===== config.mk =====
export PLATFORM = sky130hd
export DESIGN_NAME = kpv_mul
export DESIGN_NICKNAME = d
export VERILOG_FILES = /design/src/rtl/core/kpv_pkg.sv /design/src/rtl/core/kpv_mul.sv
export SDC_FILE = /design/constraint.sdc
export NUM_CORES = 2
export LEC_CHECK = 0
export BUFFER_PORTS_ARGS = -buffer_cell sky130_fd_sc_hd__buf_2
export CAP_MARGIN = 20
export CORE_MARGIN = 2
export CORE_UTILIZATION = 59
export DETAILED_ROUTE_END_ITERATION = 7
export PLACE_DENSITY = 0.8
export RECOVER_POWER = 25
export SYNTH_ARGS = -nofsm -noshare
export SYNTH_HDL_FRONTEND = slang
export SYNTH_SLANG_ARGS = --single-unit

===== constraint.sdc =====
create_clock -name clk_i -period 10.1 [get_ports clk_i]
set_input_delay 1.01 -clock clk_i [delete_from_list [all_inputs] [get_ports clk_i]]
set_output_delay 1.01 -clock clk_i [all_outputs]
set_load 0.1 [all_outputs]

===== src/rtl/core/kpv_pkg.sv =====
// Package for the two-state Kalman filter step: word format, register indexes,
// sequencer micro-ops and the request/response types of the arithmetic units.
// No dependencies.
`default_nettype none

package kpv_pkg;

  localparam int WORD_BITS = 64;
  localparam int FRAC_BITS = 32;
  localparam int REG_BITS  = 63;
  localparam int CFG_IDX_BITS = 3;
  localparam int PROD_BITS = 2 * WORD_BITS;
  localparam int HALF_BITS = WORD_BITS / 2;
  localparam int NUM_BITS  = WORD_BITS + FRAC_BITS;
  localparam int STEP_BITS = 5;

  localparam logic [WORD_BITS-1:0] WORD_MAX = {1'b0, {(WORD_BITS-1){1'b1}}};
  localparam logic [WORD_BITS-1:0] WORD_MIN = {1'b1, {(WORD_BITS-1){1'b0}}};

  // Register reset values (Q32.32)
  localparam logic [REG_BITS-1:0]  RST_STEP_DT   = 63'd429496730;
  localparam logic [REG_BITS-1:0]  RST_HALF_DT2  = 63'd21474836;
  localparam logic [REG_BITS-1:0]  RST_MEAS_VAR  = 63'd429496729600;
  localparam logic [REG_BITS-1:0]  RST_PROC_PP   = 63'd4295;
  localparam logic [WORD_BITS-1:0] RST_PROC_PV   = 64'd85899;
  localparam logic [REG_BITS-1:0]  RST_PROC_VV   = 63'd1717987;

  typedef enum logic [CFG_IDX_BITS-1:0] {
    CFG_STEP_DT  = 3'd0,
    CFG_HALF_DT2 = 3'd1,
    CFG_MEAS_VAR = 3'd2,
    CFG_PROC_PP  = 3'd3,
    CFG_PROC_PV  = 3'd4,
    CFG_PROC_VV  = 3'd5
  } cfg_idx_e;

  typedef enum logic [1:0] {
    OP_ADD,
    OP_SUB,
    OP_MUL,
    OP_DIV
  } op_e;

  typedef enum logic [4:0] {
    R_X, R_V, R_P00, R_P01, R_P11,
    R_DT, R_HDT2, R_SZ, R_SPP, R_SPV, R_SVV,
    R_Y, R_U, R_M, R_T1, R_XP, R_VP, R_INN, R_S, R_A0, R_K0, R_K1, R_T
  } reg_e;

  typedef struct packed {
    op_e  op;
    reg_e src_a;
    reg_e src_b;
    reg_e dst;
  } uop_t;

  typedef enum logic [1:0] {
    ST_IDLE,
    ST_ISSUE,
    ST_WAIT,
    ST_DONE
  } seq_st_e;

  typedef enum logic [2:0] {
    MS_IDLE,
    MS_PP,
    MS_ACC,
    MS_RND,
    MS_FIN
  } mul_st_e;

  typedef enum logic [1:0] {
    DS_IDLE,
    DS_RUN,
    DS_FIN
  } div_st_e;

  typedef struct packed {
    logic                 start;
    logic [WORD_BITS-1:0] a;
    logic [WORD_BITS-1:0] b;
  } unit_req_t;

  typedef struct packed {
    logic                 done;
    logic [WORD_BITS-1:0] result;
    logic                 sat;
  } unit_rsp_t;

  localparam logic [STEP_BITS-1:0] LAST_STEP = 5'd28;

  // Micro-program of one filter step
  function automatic uop_t uop_at(input logic [STEP_BITS-1:0] step);
    uop_t u;
    u = '{op: OP_ADD, src_a: R_X, src_b: R_X, dst: R_T1};
    unique case (step)
      5'd0:  u = '{OP_MUL, R_DT,  R_V,    R_M};
      5'd1:  u = '{OP_ADD, R_X,   R_M,    R_T1};
      5'd2:  u = '{OP_MUL, R_HDT2, R_U,   R_M};
      5'd3:  u = '{OP_ADD, R_T1,  R_M,    R_XP};
      5'd4:  u = '{OP_MUL, R_DT,  R_U,    R_M};
      5'd5:  u = '{OP_ADD, R_V,   R_M,    R_VP};
      5'd6:  u = '{OP_SUB, R_Y,   R_XP,   R_INN};
      5'd7:  u = '{OP_ADD, R_P00, R_SZ,   R_S};
      5'd8:  u = '{OP_MUL, R_DT,  R_P01,  R_M};
      5'd9:  u = '{OP_ADD, R_P00, R_M,    R_A0};
      5'd10: u = '{OP_DIV, R_A0,  R_S,    R_K0};
      5'd11: u = '{OP_DIV, R_P01, R_S,    R_K1};
      5'd12: u = '{OP_MUL, R_K0,  R_INN,  R_M};
      5'd13: u = '{OP_ADD, R_XP,  R_M,    R_X};
      5'd14: u = '{OP_MUL, R_K1,  R_INN,  R_M};
      5'd15: u = '{OP_ADD, R_VP,  R_M,    R_V};
      5'd16: u = '{OP_MUL, R_DT,  R_P11,  R_M};
      5'd17: u = '{OP_ADD, R_P01, R_M,    R_T};
      5'd18: u = '{OP_MUL, R_DT,  R_T,    R_M};
      5'd19: u = '{OP_ADD, R_A0,  R_M,    R_T1};
      5'd20: u = '{OP_MUL, R_K0,  R_A0,   R_M};
      5'd21: u = '{OP_SUB, R_T1,  R_M,    R_T1};
      5'd22: u = '{OP_ADD, R_T1,  R_SPP,  R_P00};
      5'd23: u = '{OP_MUL, R_K1,  R_P01,  R_M};
      5'd24: u = '{OP_SUB, R_P11, R_M,    R_T1};
      5'd25: u = '{OP_ADD, R_T1,  R_SVV,  R_P11};
      5'd26: u = '{OP_MUL, R_K0,  R_P01,  R_M};
      5'd27: u = '{OP_SUB, R_T,   R_M,    R_T1};
      5'd28: u = '{OP_ADD, R_T1,  R_SPV,  R_P01};
      default: u = '{OP_ADD, R_X, R_X, R_T1};
    endcase
    return u;
  endfunction

endpackage

`default_nettype wire


===== src/rtl/core/kpv_mul.sv =====
// Saturating Q-format multiplier: one 32x32 multiplier over four partial products,
// then round to nearest (ties away from zero) and clamp. Depends on kpv_pkg.
`default_nettype none

module kpv_mul (
  input  wire logic              clk_i,
  input  wire logic              rst_ni,
  input  kpv_pkg::unit_req_t     req_i,
  output kpv_pkg::unit_rsp_t     rsp_o
);

  localparam int W = kpv_pkg::WORD_BITS;
  localparam int H = kpv_pkg::HALF_BITS;
  localparam int P = kpv_pkg::PROD_BITS;
  localparam int F = kpv_pkg::FRAC_BITS;

  kpv_pkg::mul_st_e state_q, state_d;
  logic [W-1:0] xa_q, xb_q;
  logic         neg_q;
  logic [1:0]   cnt_q;
  logic [W-1:0] pp_q;
  logic [P-1:0] acc_q;

  logic [H-1:0] hx, hy;
  logic [P-1:0] pp_shift;
  logic [W-1:0] mag_w, lim, res;
  logic         over;

  // Pick the halves for this partial product
  assign hx = cnt_q[1] ? xa_q[W-1:H] : xa_q[H-1:0];
  assign hy = cnt_q[0] ? xb_q[W-1:H] : xb_q[H-1:0];

  always_comb begin
    case (cnt_q)
      2'd0:    pp_shift = {{(P-W){1'b0}}, pp_q};
      2'd3:    pp_shift = {pp_q, {W{1'b0}}};
      default: pp_shift = {{(P-W-H){1'b0}}, pp_q, {H{1'b0}}};
    endcase
  end

  // Clamp the rounded magnitude and apply the sign
  assign mag_w = acc_q[F +: W];
  assign lim   = kpv_pkg::WORD_MAX + {{(W-1){1'b0}}, neg_q};
  assign over  = (|acc_q[P-1:F+W]) || (mag_w > lim);
  assign res   = over ? (neg_q ? kpv_pkg::WORD_MIN : kpv_pkg::WORD_MAX)
                      : (neg_q ? (~mag_w + {{(W-1){1'b0}}, 1'b1}) : mag_w);

  always_comb begin
    state_d = state_q;
    rsp_o   = '{done: 1'b0, result: res, sat: over};
    unique case (state_q)
      kpv_pkg::MS_IDLE: if (req_i.start) state_d = kpv_pkg::MS_PP;
      kpv_pkg::MS_PP:   state_d = kpv_pkg::MS_ACC;
      kpv_pkg::MS_ACC:  state_d = (cnt_q == 2'd3) ? kpv_pkg::MS_RND : kpv_pkg::MS_PP;
      kpv_pkg::MS_RND:  state_d = kpv_pkg::MS_FIN;
      kpv_pkg::MS_FIN: begin
        rsp_o.done = 1'b1;
        state_d    = kpv_pkg::MS_IDLE;
      end
      default: state_d = kpv_pkg::MS_IDLE;
    endcase
  end

  always_ff @(posedge clk_i or negedge rst_ni) begin
    if (!rst_ni) begin
      state_q <= kpv_pkg::MS_IDLE;
    end else begin
      state_q <= state_d;
    end
  end

  // Operand magnitudes, partial product and accumulator
  always_ff @(posedge clk_i) begin
    unique case (state_q)
      kpv_pkg::MS_IDLE: begin
        xa_q  <= req_i.a[W-1] ? (~req_i.a + {{(W-1){1'b0}}, 1'b1}) : req_i.a;
        xb_q  <= req_i.b[W-1] ? (~req_i.b + {{(W-1){1'b0}}, 1'b1}) : req_i.b;
        neg_q <= req_i.a[W-1] ^ req_i.b[W-1];
        acc_q <= '0;
        cnt_q <= 2'd0;
      end
      kpv_pkg::MS_PP:  pp_q <= {{(W-H){1'b0}}, hx} * {{(W-H){1'b0}}, hy};
      kpv_pkg::MS_ACC: begin
        acc_q <= acc_q + pp_shift;
        cnt_q <= cnt_q + 2'd1;
      end
      kpv_pkg::MS_RND: acc_q <= acc_q + {{(P-F){1'b0}}, 1'b1, {(F-1){1'b0}}};
      default: ;
    endcase
  end

endmodule

`default_nettype wire


Yosys cells after proc, flatten, opt, wreduce, memory -nomap -nowiden
Cells that the tools add are included.
{"block": "totals", "register_bits": 326, "inputBits": 131}
{"block": "op_classes", "add_sub_neg": 7, "n_mul": 1, "n_lt_le_gt_ge": 1, "n_eq_ne": 6, "mux": 14, "bitwise": 4, "n_reduce_logical": 6}
{"cell": "$pmux W128 S3", "n": 1}
{"cell": "$pmux W128 S2", "n": 1}
{"cell": "$add A64 B1 Y64 const B", "n": 3}
{"cell": "$mux W64", "n": 3}
{"cell": "$not A64 Y64", "n": 3}
{"cell": "$add A128 B128 Y128", "n": 1}
{"cell": "$add A128 B32 Y128 const B", "n": 1}
{"cell": "$mux W63", "n": 2}
{"cell": "$add A63 B1 Y64 const A", "n": 1}
{"cell": "$gt A64 B64 Y1", "n": 1}
{"cell": "$mul A32 B32 Y64", "n": 1}
{"cell": "$mux W32", "n": 2}
{"cell": "$reduce_or A32 Y1", "n": 1}
{"cell": "$pmux W3 S4", "n": 1}
{"cell": "$eq A3 B2 Y1 const B", "n": 2}
{"cell": "$pmux W2 S2", "n": 1}
{"cell": "$eq A3 B1 Y1 const B", "n": 1}
{"cell": "$eq A3 B3 Y1 const B", "n": 1}
{"cell": "$logic_not A3 Y1", "n": 1}
{"cell": "$mux W3", "n": 1}
{"cell": "$reduce_bool A3 Y1", "n": 1}
{"cell": "$add A2 B1 Y2 const B", "n": 1}
{"cell": "$eq A2 B2 Y1 const B", "n": 1}
{"cell": "$logic_not A2 Y1", "n": 1}
{"cell": "other kinds (6)", "n": 6}

Longest topological paths before layout
{"block": "depth", "depth_word": 4, "mapped_depth": 33}

Least setup slack after synthesis
No wires, ideal clock.
{"block": "synth_timing", "kind": "register -> register", "startpoint": "register state_q[0]", "endpoint": "register neg_q (enable)", "setup_ps": 775, "arrival_time_ps": 9316, "path_slack_ps": 9, "stages_incl_launch_ff": 3, "n_path_buf": 1, "period_less_slack_ps": 10091, "path_cell_list": "dfrtp_1 -> clkbuf_1 -> nor3_1"}
{"block": "synth_between", "elab_chain_len": 1}
{"element": "from (decl)", "line_no": "kpv_mul.sv:17", "rtl": "kpv_pkg::mul_st_e state_q, state_d;"}
{"element": "from (signal assigned)", "line_no": "kpv_mul.sv:66", "rtl": "state_q <= kpv_pkg::MS_IDLE;"}
{"element": "from (signal assigned)", "line_no": "kpv_mul.sv:68", "rtl": "state_q <= state_d;"}
{"element": "$logic_not A3 Y1", "line_no": "kpv_mul.sv:74", "rtl": "unique case (state_q)"}
{"element": "to (signal assigned)", "line_no": "kpv_mul.sv:78", "rtl": "neg_q <= req_i.a[W-1] ^ req_i.b[W-1];"}
{"element": "to (decl)", "line_no": "kpv_mul.sv:19", "rtl": "logic neg_q;"}
Every way passes these cells.
A chain may end at the register's enable or synchronous reset.

Worst setup path after layout
{"block": "layout_timing", "startpoint": "register cnt_q[1]", "endpoint": "register pp_q[58] (data pin)"}
{"block": "layout_between", "elab_chain_len": 2}
{"element": "from (decl)", "line_no": "kpv_mul.sv:20", "rtl": "logic [1:0] cnt_q;"}
{"element": "from (signal assigned)", "line_no": "kpv_mul.sv:85", "rtl": "cnt_q <= cnt_q + 2'd1;"}
{"element": "$mux W32", "line_no": "kpv_mul.sv:30", "rtl": "assign hx = cnt_q[1] ? xa_q[W-1:H] : xa_q[H-1:0];"}
{"element": "$mul A32 B32 Y64", "line_no": "kpv_mul.sv:82", "rtl": "kpv_pkg::MS_PP: pp_q <= {{(W-H){1'b0}}, hx} * {{(W-H){1'b0}}, hy};"}
{"element": "to (signal assigned)", "line_no": "kpv_mul.sv:82"}
{"element": "to (decl)", "line_no": "kpv_mul.sv:21", "rtl": "logic [W-1:0] pp_q;"}
Every way passes these cells.

==> impl_metrics.env <==
export IMPL_synth_compound_area_frac=0.125
export IMPL_fin_tns_setup_ps=0
export IMPL_slowest_stage="mux2i_2"
export IMPL_nets=8561
export IMPL_outcome="finished with violations"
export IMPL_ys_top_cells_by_count="inv_1, fa_1, nor2_1"
export IMPL_yosysTopAreaCell="fa_1"
export IMPL_hold_viol=0
export IMPL_synth_cell_type_count=81
export IMPL_rr_startpoint="cnt_q[1]"
export IMPL_ys_warn_count=0
export IMPL_worst_pin_slew_ps=3140
export IMPL_syn_nets=8587
export IMPL_critical_path_top_delay_family="adder cells"
export IMPL_root_buffer="clkbuf_16"
export IMPL_tritoncts="done"
export IMPL_synth_fa_ha_area_frac=0.385
export IMPL_syn2layout_area_growth_pct=6.01
export IMPL_worstSetupStartpoint="cnt_q[1]"
export IMPL_initial_utilization=0.595
export IMPL_cts_buffer_depth=3
export IMPL_clk_pin_slew_ps=60
export IMPL_max_stage_delay_ps=870
export IMPL_synth_edf_count=323
export IMPL_yosysMostFrequentCell="inv_1"
export IMPL_synthFlopType="edfxtp_1"
export IMPL_relSlewSlack=-1.09
export IMPL_ctsHoldBuffers=0
export IMPL_clk_insertion_delay_late_ps=620
export IMPL_period_minus_slack_ps=9710
export IMPL_cpMostUsedCell="fa_1"
export IMPL_critPathLaunchType="flop"
export IMPL_cts_resized=0
export IMPL_dp_hpwl_mm=167
export IMPL_synth_area_per_cell_um2=8.68
export IMPL_cts_max_level=2
export IMPL_synth_xor_area_frac=0.0565
export IMPL_crit_buf_inv=9
export IMPL_max_cap_violations=6
export IMPL_reg2reg_slack_ps=390
export IMPL_synth_area_top_cells="fa_1, edfxtp_1, ha_1"
export IMPL_first_pass_iters=6
export IMPL_synthMuxAreaShare=0.0225
export IMPL_yosys_area_share_simple=0.168
export IMPL_grt_ovfl_total=0
export IMPL_rows=118
export IMPL_endpoint_kind="flop"
export IMPL_hold_path_class="primary input to asynchronous set/reset pin"
export IMPL_finalSetupViolCount=0
export IMPL_synth_top_cell_area_share=0.292
export IMPL_synth_top_family_by_area="adder cells"
export IMPL_drc=0
export IMPL_skew_ps=22.0
export IMPL_required_ps=10470
export IMPL_clock_sinks=326
export IMPL_drtIter0Drc=5142
export IMPL_portBuffers=196
export IMPL_ant_nets=0
export IMPL_antenna_found_initial=5
export IMPL_grt_pass1_wl_mm=316
export IMPL_timing_fmax_mhz=103
export IMPL_syn_area_um2=61600
export IMPL_rr_endpoint="pp_q[58]"
export IMPL_ys_ff_latch=326
export IMPL_grtUsageTotal=0.389
export IMPL_ios=197
export IMPL_grt_max_degree=124
export IMPL_fill_cells=8775
export IMPL_routed_wl_mm=208
export IMPL_vias=53325
export IMPL_die_h_um=327
export IMPL_drive_gt1_frac=0.0745
export IMPL_synth_seq_area_share=0.159
export IMPL_syn_inst=7098
export IMPL_core_um2=103000
export IMPL_slew_viol_final=307
export IMPL_cts_buffers=38
export IMPL_post_route_period_util=0.962
export IMPL_grt_pass1_vias=53843
export IMPL_rsz0062_at_grt="false"
export IMPL_ff2ff_path_depth=30
export IMPL_gp_congestion=1.04
export IMPL_viasPerCell=6.29
export IMPL_crit_fanout=66
export IMPL_worstPathArrival_ps=10080
export IMPL_post_cts_setup_buffers=0
export IMPL_post_drt_wl_per_cell_um=24.5
export IMPL_crit_type="flop to flop"
export IMPL_violations="max-capacitance violations, max-slew violations"
export IMPL_dieWidth_um=327
export IMPL_synthArstFlopShare=0.00920
export IMPL_die_area_um2=107000
-- registers in the layout, indices dropped and copies added (netlist names) --
register / cells
state_q: 3
xa_q: 64
acc_q: 128
neg_q: 1
cnt_q: 2
pp_q: 64
xb_q: 64
-- stage by stage --
stage	hold WS (ps)	area [um2]	utilization	setup WS [ps]	cells
6_report	308	65300	0.631	386	8482
3_5_place_dp	701	64000	0.619	506	8411
4_1_cts	194	65300	0.631	470	8479
3_3_place_gp	667	64000	0.618	712	8410
5_1_grt	282	65300	0.631	20.5	8480
2_1_floorplan	652	61600	-	9.37	7098
-- cell usage in the layout, fill, tap and decap left out, types with 38 or more instances in the layout --
cell and n:
a21o_1 138, and3_1 40, a21oi_1 309, edfxtp_1 323, fa_1 897, clkbuf_16 38, nor2_1 832, inv_1 1002
buf_2 191, o21bai_1 49, nand3_1 85, nand4_1 125, or3_1 51, o21ai_0 283, o31ai_1 55, buf_4 104
xor2_1 129, ha_1 460, nand2_1 780, mux2_2 62, or4_1 38, mux2i_2 41, nor3_1 77, o21a_1 41
and2_1 87, o22ai_1 85, xnor2_1 268
-- routing by layer --
layer / vias to the layer above / share of wire / track usage
met5: - / 0.000087 / 0
met4: 2 / 0.081 / 0.250
met3: 753 / 0.10 / 0.0885
met2: 3208 / 0.46 / 0.628
met1: 25926 / 0.36 / 0.470
li1: 23436 / - / -
-- cells by family (layout without fill, tap and decap cells) --
logic type	after synthesis	in the layout
simple gates	2296	2296
other cells	0	2
mux	131	131
compound gates	1210	1210
buf+inv	1380	1382
fa+ha+maj	1358	1358
flops	326	326
xor+xnor	397	397
-- layout make-up --
| cell class | count | area, um2 | share of cell area |
|---|---|---|---|
| antenna | 2 | 5.00 | 0.0000767 |
| timing repair buffer | 311 | 1880 | 0.0288 |
| inverter | 1003 | 3760 | 0.0577 |
| tap | 1380 | 1730 | 0.0264 |
| clock buffer | 47 | 1010 | 0.0155 |
| clock inverter | 21 | 259 | 0.00397 |
| sequential | 326 | 9770 | 0.150 |
| multi-input combinational | 5392 | 46900 | 0.718 |
-- worst max path at each step --
stage / end / slack [ps] / cells past startpoint
6_report: pp_q[58] / 390 / 30
5_1_grt: pp_q[55] / 20 / 28
4_1_cts: pp_q[58] / 470 / 30
3_5_place_dp: pp_q[58] / 510 / 30
3_3_place_gp: pp_q[55] / 710 / 28
2_1_floorplan: neg_q / 9 / 2
Power is left out: the tool's default activity adds up to more than one toggle a clock period on the data nets, which glitch-free logic cannot reach.
