File: config.mk
export PLATFORM = sky130hd
export DESIGN_NAME = kpv_div
export DESIGN_NICKNAME = d
export VERILOG_FILES = /design/src/rtl/core/kpv_pkg.sv /design/src/rtl/core/kpv_div.sv
export SDC_FILE = /design/constraint.sdc
export NUM_CORES = 1
export LEC_CHECK = 0
export ABC_AREA = 0
export BUFFER_PORTS_ARGS = -buffer_cell sky130_fd_sc_hd__buf_2
export CORE_UTILIZATION = 44
export CTS_BUF_LIST = sky130_fd_sc_hd__clkbuf_8
export CTS_CLUSTER_DIAMETER = 30
export DETAILED_ROUTE_END_ITERATION = 16
export PLACE_DENSITY = 0.74
export RECOVER_POWER = 50
export SYNTH_ARGS = -nofsm -noshare
export SYNTH_HDL_FRONTEND = slang
export SYNTH_SLANG_ARGS = --single-unit
File: constraint.sdc
create_clock -name clk_i -period 6.1 [get_ports clk_i]
set_clock_uncertainty 0.2 [all_clocks]
set_input_delay 1.22 -clock clk_i [delete_from_list [all_inputs] [get_ports clk_i]]
set_output_delay 1.22 -clock clk_i [all_outputs]
set_load 0.005 [all_outputs]
File: src/rtl/core/kpv_pkg.sv
// Package for the two-state Kalman filter step: word format, register indexes,
// sequencer micro-ops and the request/response types of the arithmetic units.
// No dependencies.
`default_nettype none

package kpv_pkg;

  localparam int WORD_BITS = 64;
  localparam int FRAC_BITS = 32;
  localparam int REG_BITS  = 63;
  localparam int CFG_IDX_BITS = 3;
  localparam int PROD_BITS = 2 * WORD_BITS;
  localparam int HALF_BITS = WORD_BITS / 2;
  localparam int NUM_BITS  = WORD_BITS + FRAC_BITS;
  localparam int STEP_BITS = 5;

  localparam logic [WORD_BITS-1:0] WORD_MAX = {1'b0, {(WORD_BITS-1){1'b1}}};
  localparam logic [WORD_BITS-1:0] WORD_MIN = {1'b1, {(WORD_BITS-1){1'b0}}};

  // Register reset values (Q32.32)
  localparam logic [REG_BITS-1:0]  RST_STEP_DT   = 63'd429496730;
  localparam logic [REG_BITS-1:0]  RST_HALF_DT2  = 63'd21474836;
  localparam logic [REG_BITS-1:0]  RST_MEAS_VAR  = 63'd429496729600;
  localparam logic [REG_BITS-1:0]  RST_PROC_PP   = 63'd4295;
  localparam logic [WORD_BITS-1:0] RST_PROC_PV   = 64'd85899;
  localparam logic [REG_BITS-1:0]  RST_PROC_VV   = 63'd1717987;

  typedef enum logic [CFG_IDX_BITS-1:0] {
    CFG_STEP_DT  = 3'd0,
    CFG_HALF_DT2 = 3'd1,
    CFG_MEAS_VAR = 3'd2,
    CFG_PROC_PP  = 3'd3,
    CFG_PROC_PV  = 3'd4,
    CFG_PROC_VV  = 3'd5
  } cfg_idx_e;

  typedef enum logic [1:0] {
    OP_ADD,
    OP_SUB,
    OP_MUL,
    OP_DIV
  } op_e;

  typedef enum logic [4:0] {
    R_X, R_V, R_P00, R_P01, R_P11,
    R_DT, R_HDT2, R_SZ, R_SPP, R_SPV, R_SVV,
    R_Y, R_U, R_M, R_T1, R_XP, R_VP, R_INN, R_S, R_A0, R_K0, R_K1, R_T
  } reg_e;

  typedef struct packed {
    op_e  op;
    reg_e src_a;
    reg_e src_b;
    reg_e dst;
  } uop_t;

  typedef enum logic [1:0] {
    ST_IDLE,
    ST_ISSUE,
    ST_WAIT,
    ST_DONE
  } seq_st_e;

  typedef enum logic [2:0] {
    MS_IDLE,
    MS_PP,
    MS_ACC,
    MS_RND,
    MS_FIN
  } mul_st_e;

  typedef enum logic [1:0] {
    DS_IDLE,
    DS_RUN,
    DS_FIN
  } div_st_e;

  typedef struct packed {
    logic                 start;
    logic [WORD_BITS-1:0] a;
    logic [WORD_BITS-1:0] b;
  } unit_req_t;

  typedef struct packed {
    logic                 done;
    logic [WORD_BITS-1:0] result;
    logic                 sat;
  } unit_rsp_t;

  localparam logic [STEP_BITS-1:0] LAST_STEP = 5'd28;

  // Micro-program of one filter step
  function automatic uop_t uop_at(input logic [STEP_BITS-1:0] step);
    uop_t u;
    u = '{op: OP_ADD, src_a: R_X, src_b: R_X, dst: R_T1};
    unique case (step)
      5'd0:  u = '{OP_MUL, R_DT,  R_V,    R_M};
      5'd1:  u = '{OP_ADD, R_X,   R_M,    R_T1};
      5'd2:  u = '{OP_MUL, R_HDT2, R_U,   R_M};
      5'd3:  u = '{OP_ADD, R_T1,  R_M,    R_XP};
      5'd4:  u = '{OP_MUL, R_DT,  R_U,    R_M};
      5'd5:  u = '{OP_ADD, R_V,   R_M,    R_VP};
      5'd6:  u = '{OP_SUB, R_Y,   R_XP,   R_INN};
      5'd7:  u = '{OP_ADD, R_P00, R_SZ,   R_S};
      5'd8:  u = '{OP_MUL, R_DT,  R_P01,  R_M};
      5'd9:  u = '{OP_ADD, R_P00, R_M,    R_A0};
      5'd10: u = '{OP_DIV, R_A0,  R_S,    R_K0};
      5'd11: u = '{OP_DIV, R_P01, R_S,    R_K1};
      5'd12: u = '{OP_MUL, R_K0,  R_INN,  R_M};
      5'd13: u = '{OP_ADD, R_XP,  R_M,    R_X};
      5'd14: u = '{OP_MUL, R_K1,  R_INN,  R_M};
      5'd15: u = '{OP_ADD, R_VP,  R_M,    R_V};
      5'd16: u = '{OP_MUL, R_DT,  R_P11,  R_M};
      5'd17: u = '{OP_ADD, R_P01, R_M,    R_T};
      5'd18: u = '{OP_MUL, R_DT,  R_T,    R_M};
      5'd19: u = '{OP_ADD, R_A0,  R_M,    R_T1};
      5'd20: u = '{OP_MUL, R_K0,  R_A0,   R_M};
      5'd21: u = '{OP_SUB, R_T1,  R_M,    R_T1};
      5'd22: u = '{OP_ADD, R_T1,  R_SPP,  R_P00};
      5'd23: u = '{OP_MUL, R_K1,  R_P01,  R_M};
      5'd24: u = '{OP_SUB, R_P11, R_M,    R_T1};
      5'd25: u = '{OP_ADD, R_T1,  R_SVV,  R_P11};
      5'd26: u = '{OP_MUL, R_K0,  R_P01,  R_M};
      5'd27: u = '{OP_SUB, R_T,   R_M,    R_T1};
      5'd28: u = '{OP_ADD, R_T1,  R_SPV,  R_P01};
      default: u = '{OP_ADD, R_X, R_X, R_T1};
    endcase
    return u;
  endfunction

endpackage

`default_nettype wire

File: src/rtl/core/kpv_div.sv
// Restoring divider for the gain: (|a| << FRAC_BITS) / s, one quotient bit a cycle,
// truncated toward zero and clamped to the word. Depends on kpv_pkg.
`default_nettype none

module kpv_div (
  input  wire logic              clk_i,
  input  wire logic              rst_ni,
  input  kpv_pkg::unit_req_t     req_i,
  output kpv_pkg::unit_rsp_t     rsp_o
);

  localparam int W  = kpv_pkg::WORD_BITS;
  localparam int N  = kpv_pkg::NUM_BITS;
  localparam int F  = kpv_pkg::FRAC_BITS;
  localparam int CW = $clog2(N);

  kpv_pkg::div_st_e state_q, state_d;
  logic [N-1:0]  num_q;
  logic [W-1:0]  rem_q, den_q, quo_q, lim, res;
  logic [CW-1:0] cnt_q;
  logic          neg_q, ovf_q, over;
  logic [W:0]    rs, diff;
  logic          ge;

  // One restoring step
  assign rs   = {rem_q, num_q[N-1]};
  assign diff = rs - {1'b0, den_q};
  assign ge   = rs >= {1'b0, den_q};

  assign lim  = kpv_pkg::WORD_MAX + {{(W-1){1'b0}}, neg_q};
  assign over = ovf_q || (quo_q > lim);
  assign res  = over ? (neg_q ? kpv_pkg::WORD_MIN : kpv_pkg::WORD_MAX)
                     : (neg_q ? (~quo_q + {{(W-1){1'b0}}, 1'b1}) : quo_q);

  always_comb begin
    state_d = state_q;
    rsp_o   = '{done: 1'b0, result: res, sat: over};
    unique case (state_q)
      kpv_pkg::DS_IDLE: if (req_i.start) state_d = kpv_pkg::DS_RUN;
      kpv_pkg::DS_RUN:  if (cnt_q == '0) state_d = kpv_pkg::DS_FIN;
      kpv_pkg::DS_FIN: begin
        rsp_o.done = 1'b1;
        state_d    = kpv_pkg::DS_IDLE;
      end
      default: state_d = kpv_pkg::DS_IDLE;
    endcase
  end

  always_ff @(posedge clk_i or negedge rst_ni) begin
    if (!rst_ni) begin
      state_q <= kpv_pkg::DS_IDLE;
    end else begin
      state_q <= state_d;
    end
  end

  always_ff @(posedge clk_i) begin
    unique case (state_q)
      kpv_pkg::DS_IDLE: begin
        num_q <= {(req_i.a[W-1] ? (~req_i.a + {{(W-1){1'b0}}, 1'b1}) : req_i.a), {F{1'b0}}};
        den_q <= req_i.b;
        neg_q <= req_i.a[W-1];
        rem_q <= '0;
        quo_q <= '0;
        ovf_q <= 1'b0;
        cnt_q <= CW'(N - 1);
      end
      kpv_pkg::DS_RUN: begin
        rem_q <= ge ? diff[W-1:0] : rs[W-1:0];
        quo_q <= {quo_q[W-2:0], ge};
        ovf_q <= ovf_q | quo_q[W-1];
        num_q <= {num_q[N-2:0], 1'b0};
        cnt_q <= cnt_q - {{(CW-1){1'b0}}, 1'b1};
      end
      default: ;
    endcase
  end

endmodule

`default_nettype wire

* After elaboration in Yosys (flattened, before gate mapping)
Index checks and enable logic that the tools add are counted.
** Word-level totals
- Register bits :: 299
- Bits of input ports :: 131
- Logic and storage cells :: 41
** Cells by class
- Reduce and logical (&&, ||, !) cells :: 5
- Eq/ne operators :: 4
- $add $sub $neg :: 5
- Magnitude comparators :: 2
- Multiplexer cells :: 14
- Bitwise operators :: 3
** Operators by type and width (count)
- $mux 64 :: 5
- $pmux 64 s2 :: 2
- $pmux 96 s2 :: 1
- $add 64x1->64 const B :: 2
- $not 64->64 :: 2
- $ge 65x64->1 :: 1
- $add 63x1->64 const A :: 1
- $gt 64x64->1 :: 1
- $sub 64x64->64 :: 1
- $pmux 7 s2 :: 1
- $logic_not 7->1 :: 1
- $sub 7x1->7 const B :: 1
- $mux 2 :: 2
- $ne 2x2->1 const B :: 2
- $pmux 2 s2 :: 1
- $eq 2x1->1 const B :: 1
- $eq 2x2->1 const B :: 1
- $logic_not 2->1 :: 1
- $pmux 1 s2 :: 1
- $reduce_and 2->1 :: 1
- $reduce_bool 2->1 :: 1
- $logic_or 1x1->1 :: 1
- $mux 1 :: 1
- $or 1x1->1 :: 1

* Longest topological paths before layout
Gate-level depths: netlist (run 1).
- Depth in word-level cells :: 4
- Gate-level depth with buffers :: 18
- Gate-level depth less buffers :: 14

* Least setup slack after synthesis (run 1)
No wires, ideal clock.
- Kind :: reg-to-reg
- Start point :: register state_q[1]
- End point :: register num_q[89], data pin
- Path slack :: -112 ps
- Arrival :: 5741 ps
- Setup time :: 271 ps
- Data required time :: 5629 ps
- Cell stages (with the launch flop) :: 6
- Buffers on the path :: 1
- Clock period less this slack :: 6212 ps
- Cells stage by stage :: dfrtp_1 inv_1 nand2_1 clkbuf_1 nor2_1 a21oi_1
** On the way
- Longest elaborated chain between the ends :: 2
** Ends and longest elaborated chain
- start: declaration :: RTL line kpv_div.sv:17 : kpv_pkg::div_st_e state_q, state_d;
- start signal: assignment :: RTL line kpv_div.sv:51 : state_q <= kpv_pkg::DS_IDLE;
- start signal: assignment :: RTL line kpv_div.sv:53 : state_q <= state_d;
- $eq 2x1->1 or $logic_not 2->1 (tied branches) :: RTL line kpv_div.sv:58 : unique case (state_q)
- $pmux 96 s2 * :: RTL line kpv_div.sv:58
- end signal: assignment :: RTL line kpv_div.sv:60 : num_q <= {(req_i.a[W-1] ? (~req_i.a + {{(W-1){1'b0}}, 1'b1}) : req_i.a), {F{1'b0}}};
- end signal: assignment :: RTL line kpv_div.sv:72 : num_q <= {num_q[N-2:0], 1'b0};
- end: declaration :: RTL line kpv_div.sv:18 : logic [N-1:0] num_q;
Mark *: on every way between the ends. The rest lies on a longest branch, timed or not. The select of a mux whose other input is x is not followed.
A chain may end at the register's enable or synchronous reset.

==> flow_summary.json, run 1 <==
{
  "outcome": "complete, but fails checks",
  "violations": "capacitance limit, slew limit",
  "cts-buffers-inserted": 69,
  "hp-class": "input pin to asynchronous set/reset pin",
  "critical_path_class": "register to output port",
  "boundaryPins": 197,
  "arrival_ns": 4.47,
  "grt_max_degree": 159,
  "cts_buffer_depth": 3,
  "die_y_um": 210,
  "required_ns": 4.68,
  "globalplace.congestion": 0.960,
  "synth_area_leader_cell": "edfxtp_1",
  "die_w_um": 210,
  "start_util_pct": 45.0,
  "track_usage_pct": 22.2,
  "fin_crit_ns": 5.89,
  "cp_num_buf_inv": 2,
  "maxCapViolCount": 6,
  "fin_util_pct": 52.5,
  "slew_headroom_pct": -102,
  "maxSlewViolCount": 417,
  "netlist_top_cells_count": "edfxtp_1 (265), o21ai_0 (242), nor2_1 (216), a21oi_1 (173), nand2_1 (171)",
  "power.density_nw_per_um2": 261,
  "cts_hold_buffers": 0,
  "r2r_cells": 2,
  "via_count": 16700,
  "synth_cell_types": 71,
  "drive_gt1_share_pct": 14.7,
  "fp-row-count": 75,
  "synth-edff-count": 265,
  "synthesis.nets": 2361,
  "yosysMostFrequentCell": "edfxtp_1",
  "synthArstFlopShare_pct": 0.749,
  "wl_mm": 49.4,
  "p_leak_nw": 10.1,
  "hold_viol": 0,
  "die-area_um2": 44100,
  "drt_iter0_drc": 1694,
  "synth_area_leaders": "edfxtp_1 (42%), ha_1 (8.7%), o21ai_0 (6.4%)",
  "synth-seq-cells": 267,
  "vias_per_cell": 5.73,
  "fmax_ghz": 0.170,
  "stdcell_count": 2913,
  "synth_seq_area_share_pct": 42.0,
  "setup_viol": 0,
  "start_kind": "register",
  "finalPower_mw": 5.81,
  "ant_nets": 0,
  "grt_pass1_wl_mm": 79.9,
  "endpoint_kind": "output port",
  "worst-slew-pin-transition_ns": 3.03,
  "crit_slowest_cell": "nor4_2",
  "first_pass_iters": 7,
  "portBuffers": 196,
  "yosysTopAreaCellShare_pct": 41.8,
  "yosysWarnings": 0,
  "path_cells": "buf_12 -> ha_1 -> nand4_1 -> nor4_2 -> a221o_1 -> a221oi_4 -> a41oi_4 -> nand2_1 -> o21ai_0 -> buf_2",
  "reg2reg_from": "state_q[0]$_DFFE_PN0P_",
  "fin_nets": 2545,
  "crit_family": "simple AND/OR/NAND/NOR gates",
  "tritoncts": "yes",
  "max_stage_delay_ns": 0.89,
  "pre_cts_ws_ns": 0.572,
  "grt_pass1_vias": 16000,
  "fin_setup_tns_ns": 0,
  "avgRoutedWirePerCell_um": 17.0,
  "synth_cells": 2097,
  "period_share_pct": 96.6,
  "finalWorstSetupSlack_ns": 0.205,
  "drcViolationCount": 0,
  "layout-area-overhead-vs-synth_pct": 16.6,
  "critPathMaxFanout": 40,
  "worstReg2RegEnd": "den_q[39]$_DFFE_PP_",
  "clkTransAtPathRegs_ns": 0.06,
  "antenna_found_initial": 6,
  "cts-root-buf": "clkbuf_8",
  "netlist_area_um2": 19000,
  "avgSynthCellArea_um2": 9.08,
  "insertion_delay_ns": 0.64,
  "hpwl_mm": 34.2,
  "reg2reg_slack_ns": 1.35,
  "synth_ff_type": "edfxtp_1",
  "vdd_drop_max_uv": 230,
  "h-tree-depth": 3,
  "clock-sinks": 267,
  "core_um2": 42300,
  "cp.depth": 10,
  "overflow": 0,
  "dp_cells": 2782
}
-- layout make-up --
class | count | area, um^2
Multi-Input combinational cell | 1634 | 10400
Sequential cell | 267 | 8010
Timing Repair Buffer | 213 | 1130
Fill cell | 3853 | 20100
Clock buffer | 69 | 950
Clock inverter | 54 | 637
Tap cell | 577 | 722
Inverter | 96 | 362
Antenna cell | 3 | 7.51
-- kinds of logic (layout without fill, tap and decap cells) --
logic type	after synthesis	after routing	share of synthesized area, %
compound gates	606	608	18.9
xor+xnor	128	128	5.89
fa+ha+maj	133	133	8.78
buf+inv	198	432	3.97
flops	267	267	42.0
mux	35	35	1.85
other cells	0	3	0
simple gates	730	730	18.6
-- metal layers --
layer,share of wire [%],track usage (%),vias up
li1,-,-,8083
met1,44,30.1,7741
met2,45,35.0,707
met3,7.9,4.68,140
met4,2.7,8.36,6
met5,0.077,0,-
-- cells in the final DEF (no fill, tap or decap), types with 8 or more instances in the layout --
cell type	instances
a21oi_1	173
nor2b_1	12
and3_1	14
nor3_1	81
nand2_1	170
and2_0	37
xnor2_1	47
or4_1	10
clkbuf_1	8
bufinv_16	13
clkinv_1	13
o21a_1	8
and2_1	35
nand4_1	39
o21bai_1	13
buf_4	11
edfxtp_1	265
clkinv_2	9
nand2b_1	12
o21ai_0	240
inv_1	101
a21o_1	61
nor2_1	216
nand3_1	35
xor2_1	81
a211oi_1	17
ha_1	132
o31ai_1	22
buf_2	190
or3_1	21
nor4_1	13
mux2i_1	34
a31oi_1	10
clkbuf_8	69
-- sequential cells by signal (all words and copies together) (netlist names) --
name	flops
state_q	2
rem_q	64
num_q	64
ovf_q	1
den_q	64
cnt_q	7
neg_q	1
quo_q	64
-- how the worst max path moves through the flow --
stage          slack [ns]            start   endpoint
2_1_floorplan        0.21  neg_q$_DFFE_PP_  rsp_o[45]
3_3_place_gp         0.72  neg_q$_DFFE_PP_  rsp_o[44]
3_5_place_dp         0.57  neg_q$_DFFE_PP_  rsp_o[44]
4_1_cts              0.09  neg_q$_DFFE_PP_  rsp_o[44]
5_1_grt             -0.04  neg_q$_DFFE_PP_  rsp_o[57]
6_report             0.21  neg_q$_DFFE_PP_  rsp_o[44]
-- timing repair --
| action | 4_1_cts | 5_1_grt |
|---|---|---|
| buffers inserted | 0 | 3 |
| cloned | 1 | 1 |
| endpoints found under the setup margin | 14 | 57 |
| resized for setup | 3 | 4 |
-- per-stage QoR --
stage / instance area, um^2 / hold WS, ns
global placement: 20600 / 0.303
CTS: 22200 / 0.139
detailed placement: 20600 / 0.314
floorplan: 19000 / 0.296
global route: 22200 / 0.145
finish: 22200 / 0.193
-- report_power, final --
| part | switching [mW] | internal, mW |
|---|---|---|
| sequential | 0.0840 | 2.30 |
| clock | 0.945 | 1.63 |
| combinational | 0.520 | 0.331 |
Power figures use the tool's default switching activity.
==> inputs of run 2 (changes only) <==
CTS_BUF_LIST = sky130_fd_sc_hd__clkbuf_16   (was sky130_fd_sc_hd__clkbuf_8)
PLACE_DENSITY = 0.71   (was 0.74)
clock period = 5.8 ns   (was 6.1 ns; I/O delays follow)
==> run 2 against run 1 <==
The run still ends with capacitance limit, slew limit left. Sequential cell count unchanged. Clock power rose by 52%. First-iteration DRC count decreased by 20%. Non-clock buffer count fell by 2. Hold slack got worse by 0.011 ns. Design area grew 3.6%. Largest power group unchanged.
==> flow_summary.json, run 2 (synthesis results as in run 1) <==
{
  "violations": "capacitance limit, slew limit",
  "p_seq_share_pct": 34.3,
  "hold_viol": 0,
  "setup_viol": 0,
  "hp-class": "input pin to asynchronous set/reset pin",
  "vias_per_cell": 5.66,
  "period_share_pct": 97.1,
  "vdd_drop_max_uv": 290,
  "fp-row-count": 75,
  "core_um2": 42300,
  "power_frac_comb_pct": 12.2,
  "cts-buffers-inserted": 72,
  "ant_nets": 0,
  "maxSlewViolCount": 456,
  "fin_nets": 2545,
  "first_pass_iters": 5,
  "cts_hold_buffers": 0,
  "p_sw_share_pct": 25.3,
  "grt_pass1_wl_mm": 79.0,
  "die-area_um2": 44100,
  "start_util_pct": 45.0,
  "worst-slew-pin-transition_ns": 3.61,
  "arrival_ns": 4.27,
  "dpl_cell_area_um2": 20600,
  "grt_max_degree": 185,
  "clkTransAtPathRegs_ns": 0.05,
  "die_w_um": 210,
  "fin_setup_tns_ns": 0,
  "clock-sinks": 267,
  "drive_gt1_share_pct": 15.2,
  "portBuffers": 196,
  "outcome": "complete, but fails checks",
  "wl_mm": 48.1,
  "maxCapViolCount": 4,
  "antenna_found_initial": 0,
  "fin_crit_ns": 5.63,
  "slew_headroom_pct": -141,
  "start_kind": "register",
  "rsz0062_at_grt": "true",
  "die_y_um": 210,
  "critPathMaxFanout": 81,
  "finalPower_mw": 7.31,
  "drt_iter0_drc": 1352,
  "cts-root-buf": "clkbuf_16",
  "insertion_delay_ns": 0.57,
  "power_frac_clock_pct": 53.5,
  "h-tree-depth": 3,
  "cts_buffer_depth": 3,
  "endpoint_kind": "output port",
  "power.density_nw_per_um2": 318,
  "hpwl_mm": 33.0,
  "cell_internal_pwr_mw": 5.46,
  "fmax_ghz": 0.178,
  "boundaryPins": 197,
  "overflow": 0,
  "mostFrequentLayoutCell": "edfxtp_1",
  "fin_util_pct": 54.4,
  "layout-area-overhead-vs-synth_pct": 20.8,
  "required_ns": 4.44,
  "final_cell_mix": "edfxtp_1 (265), o21ai_0 (241), nor2_1 (216)",
  "p_leak_nw": 10.5,
  "tritoncts": "yes",
  "grt_pass1_vias": 15700,
  "drcViolationCount": 0,
  "p_switching_mw": 1.85,
  "globalplace.congestion": 0.936,
  "critical_path_class": "register to output port",
  "avgRoutedWirePerCell_um": 16.5,
  "track_usage_pct": 21.9,
  "via_count": 16500,
  "post-route-cell-area_um2": 23000
}
run 2: worst max-delay path, stage by stage (launching register included):
cell	delay (ns)
edfxtp_1	0.54
buf_12	0.34
inv_2	0.10
ha_1	0.30
nand4_1	0.21
nor4_4	0.50
and3_2	0.39
a221oi_4	0.11
a41oi_4	0.41
buf_12	0.31
o21ai_0	0.11
o21ai_0	0.18
buf_2	0.18
run 2: cell type report:
type	instances	area [um^2]
sequential	267	8010
clock buffer	75	1880
clock inverter	56	542
antenna	3	7.51
tap	577	722
inverter	96	362
timing repair buffer	211	1100
multi-input combinational	1633	10400
fill	3739	19300
run 2: stage by stage:
stage               setup WS (ns)  hold WS, ns  std cells
detailed placement          0.312        0.310       2782
CTS                       0.00624        0.146       2915
global route              -0.0400        0.161       2915
finish                      0.170        0.182       2918
floorplan                  0.0382        0.296       2097
global placement            0.367        0.304       2782
run 2: what timing repair did:
item / 4_1_cts / 5_1_grt
setup buffers: 1 / 0
gates resized for setup: 2 / 9
cloned: 1 / 0
hold endpoints to repair: 0 / 0
setup endpoints to repair: 59 / 56
run 2: worst paths after layout:
path	from	to	slack, ns	depth (start not counted)
hold reg to reg	num_q[83]$_DFFE_PP_	num_q[84]$_DFFE_PP_	0.32	2
setup reg to reg	den_q[1]$_DFFE_PP_	rem_q[25]$_SDFFCE_PN0P_	1.28	14
min in group clk_i	num_q[83]$_DFFE_PP_	num_q[84]$_DFFE_PP_	0.32	2
setup / recovery	neg_q$_DFFE_PP_	rsp_o[61]	0.17	12
hold / removal	rst_ni	state_q[0]$_DFFE_PN0P_	0.18	1
max in group asynchronous	rst_ni	state_q[1]$_DFFE_PN0P_	5.09	1
run 2: power groups by stage:
| stage | registers (mW) | logic (mW) | clock network [mW] |
|---|---|---|---|
| 6_report | 2.51 | 0.893 | 3.91 |
| 5_1_grt | 2.54 | 1.02 | 4.07 |
| 4_1_cts | 2.51 | 0.891 | 3.98 |
| 3_5_place_dp | 2.53 | 0.882 | 0 |
| 3_3_place_gp | 2.53 | 0.855 | 0 |
| 2_1_floorplan | 2.51 | 0.635 | 0 |
run 2: metal layers:
layer  routed length (um)  vias to the layer above  global-route usage (%)
li1                     -                     8092                       -
met1                22300                     7740                    30.1
met2                21500                      585                    34.4
met3                 3130                       99                    3.80
met4                 1170                        0                    8.48
met5                    0                        -                       0
